[config.mk]
export PLATFORM = sky130hd
export DESIGN_NAME = numeric_literal_parser
export DESIGN_NICKNAME = d
export VERILOG_FILES = /design/src/rtl/core/nlp_pkg.sv /design/src/rtl/core/nlp_digit_step.sv /design/src/rtl/core/numeric_literal_parser.sv
export VERILOG_INCLUDE_DIRS = /design/src /design/src/rtl/core
export SDC_FILE = /design/constraint.sdc
export NUM_CORES = 1
export LEC_CHECK = 0
export BUFFER_PORTS_ARGS = -buffer_cell sky130_fd_sc_hd__buf_2
export CORE_ASPECT_RATIO = 2
export CORE_MARGIN = 2
export CORE_UTILIZATION = 47
export CTS_CLUSTER_SIZE = 12
export DETAILED_ROUTE_END_ITERATION = 10
export SETUP_SLACK_MARGIN = 0.3
export SKIP_LAST_GASP = 1
export SLEW_MARGIN = 25
export SYNTH_ARGS = -nofsm -noshare
export SYNTH_HDL_FRONTEND = slang
export SYNTH_SLANG_ARGS = --single-unit
[constraint.sdc]
create_clock -name clk -period 11.45 [get_ports clk]
set_clock_uncertainty 0.05 [all_clocks]
set_input_delay 0.5725 -clock clk [delete_from_list [all_inputs] [get_ports clk]]
set_output_delay 0.5725 -clock clk [all_outputs]
set_load 0.005 [all_outputs]
[src/rtl/core/numeric_literal_parser_macros.svh]
// ---------------------------------------------------------------------------
// Assertion macros for the integer literal parser
// Shared concurrent assertion forms; clocked on clk, quiet during reset.
// ---------------------------------------------------------------------------
`ifndef NUMERIC_LITERAL_PARSER_MACROS_SVH
`define NUMERIC_LITERAL_PARSER_MACROS_SVH

// Same-cycle implication
`define NLP_ASSERT_NOW(lbl, ante, cons) \
  lbl: assert property (@(posedge clk) disable iff (!rst_n) (ante) |-> (cons)) \
    else $error("numeric_literal_parser: assertion failed");

// Next-cycle implication
`define NLP_ASSERT_NEXT(lbl, ante, cons) \
  lbl: assert property (@(posedge clk) disable iff (!rst_n) (ante) |=> (cons)) \
    else $error("numeric_literal_parser: assertion failed");

`endif

[src/rtl/core/nlp_pkg.sv]
// ---------------------------------------------------------------------------
// nlp_pkg
// Types and character codes shared by the integer literal parser.
// ---------------------------------------------------------------------------
package nlp_pkg;

  localparam int CHAR_W  = 8;
  localparam int VALUE_W = 32;

  // Number base selected by the prefix
  typedef enum logic [1:0] {
    RADIX_DEC = 2'd0,
    RADIX_BIN = 2'd1,
    RADIX_OCT = 2'd2,
    RADIX_HEX = 2'd3
  } radix_t;

  // Character codes
  localparam logic [CHAR_W-1:0] CHAR_NUL   = 8'h00;
  localparam logic [CHAR_W-1:0] CHAR_ZERO  = 8'h30;  // '0'
  localparam logic [CHAR_W-1:0] CHAR_ONE   = 8'h31;  // '1'
  localparam logic [CHAR_W-1:0] CHAR_SEVEN = 8'h37;  // '7'
  localparam logic [CHAR_W-1:0] CHAR_NINE  = 8'h39;  // '9'
  localparam logic [CHAR_W-1:0] CHAR_UP_A  = 8'h41;  // 'A'
  localparam logic [CHAR_W-1:0] CHAR_UP_F  = 8'h46;  // 'F'
  localparam logic [CHAR_W-1:0] CHAR_LO_A  = 8'h61;  // 'a'
  localparam logic [CHAR_W-1:0] CHAR_LO_Z  = 8'h7a;  // 'z'
  localparam logic [CHAR_W-1:0] CHAR_B     = 8'h62;  // 'b'
  localparam logic [CHAR_W-1:0] CHAR_X     = 8'h78;  // 'x'
  localparam logic [CHAR_W-1:0] CHAR_MINUS = 8'h2d;  // '-'
  localparam logic [CHAR_W-1:0] CASE_FOLD  = 8'hdf;  // clears the lowercase bit

endpackage

[src/rtl/core/nlp_digit_step.sv]
// ---------------------------------------------------------------------------
// nlp_digit_step
// Decodes one character as a digit of the given base and folds it into the
// accumulator (acc * base + digit, mod 2^32); a non-digit flags malformed.
// ---------------------------------------------------------------------------
module nlp_digit_step (
  input  logic [nlp_pkg::CHAR_W-1:0]  char_i,
  input  nlp_pkg::radix_t             radix_i,
  input  logic [nlp_pkg::VALUE_W-1:0] accum_i,
  input  logic                        malformed_i,
  output logic [nlp_pkg::VALUE_W-1:0] accum_o,
  output logic                        malformed_o
);

  logic                        dig_ok;
  logic [3:0]                  dig_val;
  logic [nlp_pkg::CHAR_W-1:0]  folded;
  logic [nlp_pkg::CHAR_W-1:0]  dig_off;
  logic [nlp_pkg::VALUE_W-1:0] scaled;

  // Digit decode per base
  always_comb begin
    dig_ok  = 1'b0;
    dig_off = char_i - nlp_pkg::CHAR_ZERO;
    folded  = (char_i inside {[nlp_pkg::CHAR_LO_A:nlp_pkg::CHAR_LO_Z]}) ?
              (char_i & nlp_pkg::CASE_FOLD) : char_i;
    case (radix_i)
      nlp_pkg::RADIX_BIN: dig_ok = char_i inside {[nlp_pkg::CHAR_ZERO:nlp_pkg::CHAR_ONE]};
      nlp_pkg::RADIX_OCT: dig_ok = char_i inside {[nlp_pkg::CHAR_ZERO:nlp_pkg::CHAR_SEVEN]};
      nlp_pkg::RADIX_HEX: begin
        if (char_i inside {[nlp_pkg::CHAR_ZERO:nlp_pkg::CHAR_NINE]}) begin
          dig_ok = 1'b1;
        end else if (folded inside {[nlp_pkg::CHAR_UP_A:nlp_pkg::CHAR_UP_F]}) begin
          dig_ok  = 1'b1;
          dig_off = folded - nlp_pkg::CHAR_UP_A + 8'd10;
        end
      end
      default: dig_ok = char_i inside {[nlp_pkg::CHAR_ZERO:nlp_pkg::CHAR_NINE]};
    endcase
    dig_val = dig_off[3:0];
  end

  // acc * base as shifts; base ten is 8a + 2a
  always_comb begin
    case (radix_i)
      nlp_pkg::RADIX_BIN: scaled = {accum_i[30:0], 1'b0};
      nlp_pkg::RADIX_OCT: scaled = {accum_i[28:0], 3'b000};
      nlp_pkg::RADIX_HEX: scaled = {accum_i[27:0], 4'b0000};
      default:            scaled = {accum_i[28:0], 3'b000} + {accum_i[30:0], 1'b0};
    endcase
  end

  // Once malformed, the accumulator is frozen
  always_comb begin
    malformed_o = malformed_i | ~dig_ok;
    if (!dig_ok || malformed_i) begin
      accum_o = accum_i;
    end else begin
      accum_o = scaled + {{(nlp_pkg::VALUE_W-4){1'b0}}, dig_val};
    end
  end

endmodule

[src/rtl/core/numeric_literal_parser.sv]
// ---------------------------------------------------------------------------
// numeric_literal_parser
// C-style integer literal parser: one character per transaction in, one
// signed 32-bit value out when the terminating NUL arrives.
// ---------------------------------------------------------------------------
// Usage:
//   in_*  : one character per transaction (in_tdata[7:0]). A NUL (0) ends the
//           literal and produces exactly one out_* transaction; other
//           characters produce none.
//   out_* : parsed value, two's complement, wrapped to 32 bits; 0 when the
//           text is empty, a bare prefix or malformed.
//   Prefix 0b = binary, 0x = hex, leading 0 = octal, otherwise decimal;
//   one '-' is allowed right after the prefix.
// Output: a NUL accepted into the input register is evaluated there and its
//   result is written to the output register, which drives out_tvalid.
// Throughput: one character per cycle unless a NUL is held (see Stall); each
//   character is one shift-add from the input to the state/result registers.
// Reset: rst_n low clears the input and output stages and returns the
//   parser to the start of a literal.
// Stall: while out_tvalid waits on out_tready, ordinary characters keep
//   flowing; a NUL that finds the output register full holds in the input
//   register and in_tready drops until the result is taken.
// ---------------------------------------------------------------------------
`include "numeric_literal_parser_macros.svh"

module numeric_literal_parser (
  input  logic                        clk,
  input  logic                        rst_n,
  input  logic                        in_tvalid,
  output logic                        in_tready,
  input  logic [nlp_pkg::CHAR_W-1:0]  in_tdata,   // [7:0] char_code
  output logic                        out_tvalid,
  input  logic                        out_tready,
  output logic [nlp_pkg::VALUE_W-1:0] out_tdata   // [31:0] value
);

  typedef enum logic [2:0] {
    PH_START  = 3'd0,
    PH_ZERO   = 3'd1,
    PH_SIGN   = 3'd2,
    PH_DIGITS = 3'd3
  } phase_t;

  // Input stage
  logic                        in_vld_r;
  logic [nlp_pkg::CHAR_W-1:0]  in_char_r;

  // Parser state
  phase_t                      phase_r, phase_nxt;
  nlp_pkg::radix_t             radix_r, radix_nxt, eff_radix;
  logic [nlp_pkg::VALUE_W-1:0] accum_r, accum_nxt, step_accum;
  logic                        neg_r, neg_nxt;
  logic                        mal_r, mal_nxt, step_mal;

  // Output stage
  logic                        out_vld_r;
  logic [nlp_pkg::VALUE_W-1:0] out_data_r;

  logic                        is_nul;
  logic                        out_free;
  logic                        proc;
  logic                        sign_step;
  logic                        take_dig;
  logic [nlp_pkg::VALUE_W-1:0] result;

  assign is_nul    = (in_char_r == nlp_pkg::CHAR_NUL);
  assign out_free  = ~out_vld_r | out_tready;
  assign proc      = in_vld_r & (~is_nul | out_free);
  assign in_tready = ~in_vld_r | proc;
  assign out_tvalid = out_vld_r;
  assign out_tdata  = out_data_r;

  // Final value for a terminated literal
  assign result = mal_r ? '0 : (neg_r ? (~accum_r + 32'd1) : accum_r);

  nlp_digit_step u_digit_step (
    .char_i      (in_char_r),
    .radix_i     (eff_radix),
    .accum_i     (accum_r),
    .malformed_i (mal_r),
    .accum_o     (step_accum),
    .malformed_o (step_mal)
  );

  // Prefix / sign / digit sequencing
  always_comb begin
    phase_nxt = phase_r;
    radix_nxt = radix_r;
    accum_nxt = accum_r;
    neg_nxt   = neg_r;
    mal_nxt   = mal_r;
    eff_radix = radix_r;
    sign_step = 1'b0;
    take_dig  = 1'b0;

    case (phase_r)
      PH_START: begin
        if (in_char_r == nlp_pkg::CHAR_ZERO) begin
          phase_nxt = PH_ZERO;
        end else begin
          eff_radix = nlp_pkg::RADIX_DEC;
          sign_step = 1'b1;
        end
      end
      PH_ZERO: begin
        if (in_char_r == nlp_pkg::CHAR_B) begin
          radix_nxt = nlp_pkg::RADIX_BIN;
          phase_nxt = PH_SIGN;
        end else if (in_char_r == nlp_pkg::CHAR_X) begin
          radix_nxt = nlp_pkg::RADIX_HEX;
          phase_nxt = PH_SIGN;
        end else begin
          eff_radix = nlp_pkg::RADIX_OCT;
          sign_step = 1'b1;
        end
      end
      PH_SIGN: sign_step = 1'b1;
      default: take_dig = 1'b1;
    endcase

    // First character after the prefix may be the sign
    if (sign_step) begin
      radix_nxt = eff_radix;
      phase_nxt = PH_DIGITS;
      if (in_char_r == nlp_pkg::CHAR_MINUS) begin
        neg_nxt = 1'b1;
      end else begin
        take_dig = 1'b1;
      end
    end

    if (take_dig) begin
      accum_nxt = step_accum;
      mal_nxt   = step_mal;
    end

    // NUL returns to the start of a new literal
    if (is_nul) begin
      phase_nxt = PH_START;
      radix_nxt = nlp_pkg::RADIX_DEC;
      accum_nxt = '0;
      neg_nxt   = 1'b0;
      mal_nxt   = 1'b0;
    end
  end

  // Input register
  always_ff @(posedge clk) begin
    if (!rst_n) begin
      in_vld_r <= 1'b0;
    end else if (in_tready) begin
      in_vld_r <= in_tvalid;
    end
  end

  always_ff @(posedge clk) begin
    if (in_tready && in_tvalid) begin
      in_char_r <= in_tdata;
    end
  end

  // Parser state and result register
  always_ff @(posedge clk) begin
    if (!rst_n) begin
      phase_r   <= PH_START;
      radix_r   <= nlp_pkg::RADIX_DEC;
      accum_r   <= '0;
      neg_r     <= 1'b0;
      mal_r     <= 1'b0;
      out_vld_r <= 1'b0;
    end else begin
      if (proc) begin
        phase_r <= phase_nxt;
        radix_r <= radix_nxt;
        accum_r <= accum_nxt;
        neg_r   <= neg_nxt;
        mal_r   <= mal_nxt;
      end
      if (proc && is_nul) begin
        out_vld_r <= 1'b1;
      end else if (out_tready) begin
        out_vld_r <= 1'b0;
      end
    end
  end

  always_ff @(posedge clk) begin
    if (proc && is_nul) begin
      out_data_r <= result;
    end
  end

  // Checks
  `NLP_ASSERT_NEXT(a_nul_restarts, proc && is_nul, phase_r == PH_START && !mal_r && !neg_r)
  `NLP_ASSERT_NOW(a_mal_in_digits, mal_r, phase_r == PH_DIGITS)
  `NLP_ASSERT_NOW(a_neg_in_digits, neg_r, phase_r == PH_DIGITS)
  `NLP_ASSERT_NEXT(a_nul_held, in_vld_r && is_nul && !out_free, in_vld_r && is_nul)

endmodule
==> metrics.txt, run 1 <==
status finished clean; TritonRoute pass-1 iters 7; area delta synth->final 7.95%; Initial Utilization 47.7%; CP bufs+invs 3; most frequent cells in the layout 103 x nand2_1, 83 x nor2_1, 53 x a21oi_1; Top Ports 46; Skew-Pair Late Insertion Delay 0.34 ns; via/cell ratio 6.07; Clock transition at path regs 0.06 ns; RSZ-0062 raised after global routing no; pwr dens 85.4 nW/um2; Crit-path slowest cell a2111oi_1; CTS sink cnt 80; Synth cell types 86; Rows 64; CTS resizes 0; worst-case clock buffer depth 2; synthesized area 7220 um2; total routed wirelength 18.2 mm; sequential-to-total area share from yosys stat 27.7%; die height 179 um; ys flop type edfxtp_1; DRC 0; dpl ws 5.00 ns; Period Utilization, post-route 56.7%; Mapped Cells 892; CP startpoint kind register; Die ar. 16400 um2; core region area 15100 um2; TritonCTS Buffers 9; Setup WS post-layout 4.96 ns; Post-synth EDFFs 40; worst slew pin tran 0.925 ns; NumNets Final 946; hpwl dp 13.6 mm; Warnings, synthesis 0; critical path data arrival time 6.68 ns; # diodes 0; Final Hold Vio Count 0; HP Class input port to register; Post-synth ARST share 0%; peak fanout along the critical path 30; TNS Setup 0 ns; max cap viols 0; Iteration-0 DRC Markers 450; number of global-route vias before repair 6105; Placer Congestion 0.880; delay-heaviest family, CP simple AND/OR/NAND/NOR gates; worst setup path class register to register; TritonCTS clock tree built; first-pass GRT wire length 30.2 mm; Yosys reg bits 80; antenna violations before repair 0; Slew headroom 38.2%; fraction of final layout cells sized beyond drive strength 1 11.6%; largest net degree at the start of global routing 60; syn avg cell area 8.10 um2; Finish-stage setup viols 0; IO buf count 45; Total GRT Usage 22.4%; syn_nets 946; Critical Path Max Stage Delay 0.68 ns; count of final max-slew check failures 0; routed vias 6649; fin crit period 6.49 ns; worst vdd ir 0.0000657 V; highest clock rate 154 MHz; commonest non-fill, non-tap cell in the layout nand2_1; Leakage 0.00285 uW; ANT nets after route 0; clk root buf clkbuf_16; global route overflow 0; CTS hold repair buffers 0; CP endpoint kind register; die width 91.7 um; wire length per cell 16.6 um; post-CTS setup buffers 0; Worst EP required 11.63 ns; htree depth 3
## through the flow
stage                     hold slack, ns  total power, uW  cell area [um2]  cells  util, %
final                              0.354              666             7800   1095     51.5
after global routing               0.348              692             7800   1095     51.5
after CTS                          0.342              670             7800   1095     51.5
after detailed placement           0.393              381             7490   1079     49.5
after global placement             0.397              381             7490   1079     49.5
after floorplan                    0.377              366             7220    892        -
## synth_stat cells (17+ instances only)
master / n / area share [%]
nand2_1: 103 / 5.4
nand3_1: 22 / 1.5
nor2_1: 84 / 4.4
buf_2: 17 / 1.2
inv_1: 25 / 1.3
ha_1: 40 / 6.9
xnor2_1: 25 / 3.0
a222oi_1: 24 / 3.3
o21ai_1: 23 / 1.6
a21oi_1: 53 / 3.7
clkbuf_1: 37 / 1.9
o21ai_0: 50 / 3.5
dfxtp_1: 40 / 11
edfxtp_1: 40 / 17
xor2_1: 43 / 5.2
## registers in the layout (all words and copies together) (netlist names)
| name | flops |
|---|---|
| out_tdata | 32 |
| in_vld_r | 1 |
| accum_r | 32 |
| neg_r | 1 |
| radix_r | 2 |
| in_char_r | 8 |
| phase_r | 2 |
| out_tvalid | 1 |
| mal_r | 1 |
## worst paths after layout
path	start	end	slack (ns)	cells past startpoint
setup / recovery	in_char_r[0]	accum_r[28]	4.96	25
hold reg to reg	radix_r[0]	radix_r[0]	0.41	2
hold / removal	in_tdata[0]	in_char_r[0]	0.35	1
setup reg to reg	in_char_r[0]	accum_r[28]	4.96	25
## layout make-up
cell class              instances  area [um2]
flip-flops and latches         80        2000
multi-input cells             724        4870
fillers                      1422        7340
repair buffers                 52         278
well taps                     198         248
clock inverters                 6        66.3
clock buffers                  10         239
inverters                      25        93.8
## kinds of logic (layout without fill, tap and decap cells)
family                   after synthesis  after routing  synth area share (%)
AO/OA/AOI/OAI                        277            277                  27.0
XOR/XNOR                              68             68                  8.24
adder cells (fa/ha/maj)               42             42                  7.48
buffers and inverters                 88             93                  4.94
flip-flops                            80             80                  27.7
multiplexers                           5              5                 0.693
AND/OR/NAND/NOR                      332            332                  23.9
## where the power goes
part | leakage [uW] | total, uW | switching [uW] | internal [uW]
Sequential | 0.000652 | 311 | 8.05 | 303
Clock | 0.000149 | 289 | 114 | 175
Combinational | 0.00205 | 65.5 | 42.3 | 23.2
## metal layers
metal | wire (um) | up-vias | GRT usage (%)
met4 | 323 | 0 | 7.95
li1 | - | 3355 | -
met5 | 0 | - | 0
met2 | 8670 | 208 | 37.0
met1 | 8390 | 3068 | 30.4
met3 | 795 | 18 | 2.17
(Power assumes the default switching activity.)
==> run 2, diff against run 1 <==
--- a/config.mk
+++ b/config.mk
@@ -12,6 +12,7 @@
 export CORE_UTILIZATION = 47
 export CTS_CLUSTER_SIZE = 12
 export DETAILED_ROUTE_END_ITERATION = 10
+export PLACE_DENSITY = 0.67
 export SETUP_SLACK_MARGIN = 0.3
 export SKIP_LAST_GASP = 1
 export SLEW_MARGIN = 25
==> constraint.sdc (replaced) <==
create_clock -name clk -period 5.6 [get_ports clk]
set_clock_uncertainty 0.05 [all_clocks]
set_input_delay 0.28 -clock clk [delete_from_list [all_inputs] [get_ports clk]]
set_output_delay 0.28 -clock clk [all_outputs]
set_load 0.005 [all_outputs]
==> metrics.txt, run 2 (synthesized netlist as in run 1, its figures left out) <==
first-pass GRT wire length 29.9 mm (-1.1%); TritonCTS clock tree built; status finished clean; wire length per cell 16.4 um (-1.2%); Finish-stage setup viols 0 (unchanged); CP Launch Point in_char_r[0]; htree depth 3 (unchanged); Total GRT Usage 22.1% (-0.24 points); NumNets Final 963 (+1.8%); largest net degree at the start of global routing 42 (-30%); ANT nets after route 0 (unchanged); worst-case clock buffer depth 2 (unchanged); TritonRoute pass-1 iters 6 (-1); Worst EP required 5.78 ns (-5.85 ns); Slew headroom 42.3% (+4.1 points); worst slew pin tran 0.858 ns (-0.0669 ns); count of final max-slew check failures 0 (unchanged); pwr dens 174 nW/um2 (+100%); Final Hold Vio Count 0 (unchanged); DRC 0 (unchanged); # diodes 0 (unchanged); Period Utilization, post-route 92.3% (+36 points); Top Ports 46 (unchanged); core region area 15100 um2 (unchanged); die width 91.7 um (unchanged); fin crit period 5.17 ns (-1.33 ns); highest clock rate 194 MHz (+26%); total routed wirelength 18.2 mm (+0.31%); routed vias 6785 (+2.0%); Die ar. 16400 um2 (unchanged); CP endpoint kind register; Initial Utilization 47.7% (unchanged); Leakage 0.00295 uW (+3.5%); TNS Setup 0 ns (unchanged); via/cell ratio 6.10 (+0.49%); global route overflow 0 (unchanged); worst flop-to-flop path startpoint in_char_r[0]; Skew-Pair Late Insertion Delay 0.34 ns (about the same); hpwl dp 13.5 mm (-0.89%); CTS hold repair buffers 0 (unchanged); Clock transition at path regs 0.06 ns (about the same); Rows 64 (unchanged); CTS sink cnt 80 (unchanged); Inst Count DP 1084 (+0.46%); peak fanout along the critical path 15 (-50%); total power 1400 uW (+110%); filler cell count 1423 (+0.070%); Placer Congestion 0.937 (+6.4%); fraction of final layout cells sized beyond drive strength 1 14.4% (+2.8 points); max cap viols 0 (unchanged); die height 179 um (unchanged); worst vdd ir 0.000142 V (+120%); area delta synth->final 11.1%; min-delay src in_tdata[0]; footprint of the multi-input gates 4950 um2 (+1.7%); antenna violations before repair 0 (unchanged); number of global-route vias before repair 6092 (-0.21%); register area 2000 um2 (about the same); commonest non-fill, non-tap cell in the layout nand2_1; IO buf count 45 (unchanged); clk root buf clkbuf_16; Iteration-0 DRC Markers 568 (+26%); Post-Layout Cell Count 1112 (+1.6%); TritonCTS Buffers 9 (unchanged); most frequent cells in the layout 102 x nand2_1, 82 x nor2_1, 53 x a21oi_1; worst setup path class register to register; HP Class input port to register; CP startpoint kind register; critical path data arrival time 5.34 ns (-1.34 ns); RSZ-0062 raised after global routing yes
==> run 2: cell count changes in the layout (fill, tap and decap cells not counted), sizes merged <==
cell / previous run / this run
inv: 27 / 26
clkbuf: 10 / 12
clkinvlp: 1 / 0
buf: 52 / 69
==> run 2: stage by stage <==
stage	worst slack, ns	area (um2)	util (%)	hold WS [ns]
5_1_grt	0.156	8030	53.0	0.0539
2_1_floorplan	0.325	7290	-	0.329
3_3_place_gp	0.466	7560	49.9	0.407
3_5_place_dp	0.273	7560	49.9	0.408
6_report	0.433	8030	53.0	0.0607
4_1_cts	0.307	7890	52.1	0.0496
==> run 2: critical path, cell delays in order (launching register included) <==
cell and delay, ns:
edfxtp_1 0.49, inv_2 0.13, ha_4 0.14, or3b_4 0.38
a2111oi_4 0.38, nor2_1 0.06, o21ai_0 0.25, nand2_1 0.20
inv_1 0.13, ha_2 0.24, buf_4 0.24, nand2_1 0.07
o21ai_0 0.09, ha_1 0.22, a21o_1 0.15, nand4_1 0.14
or2_1 0.29, a2111oi_4 0.33, nand4_4 0.19, nor4_4 0.38
nand3b_1 0.14, xor2_1 0.16, a22o_1 0.20
==> run 2: area by class of cell <==
class / instances / share of cell area [%]
Sequential cell: 80 / 24.9
Clock buffer: 12 / 3.46
Timing Repair Buffer: 69 / 5.05
Tap cell: 198 / 3.09
Multi-Input combinational cell: 724 / 61.7
Clock inverter: 4 / 0.592
Inverter: 25 / 1.17
==> run 2: report_power, final <==
part | internal, uW | total [uW] | leakage (uW) | switching (uW)
combinational | 52.7 | 148 | 0.00214 | 95.3
clock | 396 | 619 | 0.000162 | 224
sequential | 619 | 633 | 0.000651 | 13.7
total | 1070 | 1400 | 0.00295 | 333
==> run 2: metal layers <==
layer | vias to the layer above | GRT usage [%] | part of all wire [%]
met2 | 195 | 36.6 | 48
met3 | 22 | 2.26 | 5.2
li1 | 3390 | - | -
met1 | 3178 | 30.1 | 45
met5 | - | 0 | 0
met4 | 0 | 7.58 | 2.1
==> run 2: repair_timing <==
action                                  CTS  global route
pin swaps                                 1             3
resized for setup                         0            14
endpoints found under the setup margin    2            14
buffers inserted                          1            11
==> run 2: worst paths after layout <==
path | depth (start not counted) | end | slack (ns)
worst max-delay path | 22 | accum_r[28] | 0.43
worst min-delay path | 1 | in_char_r[0] | 0.06
worst max register to register | 22 | accum_r[28] | 0.43
worst min register to register | 2 | radix_r[0] | 0.43
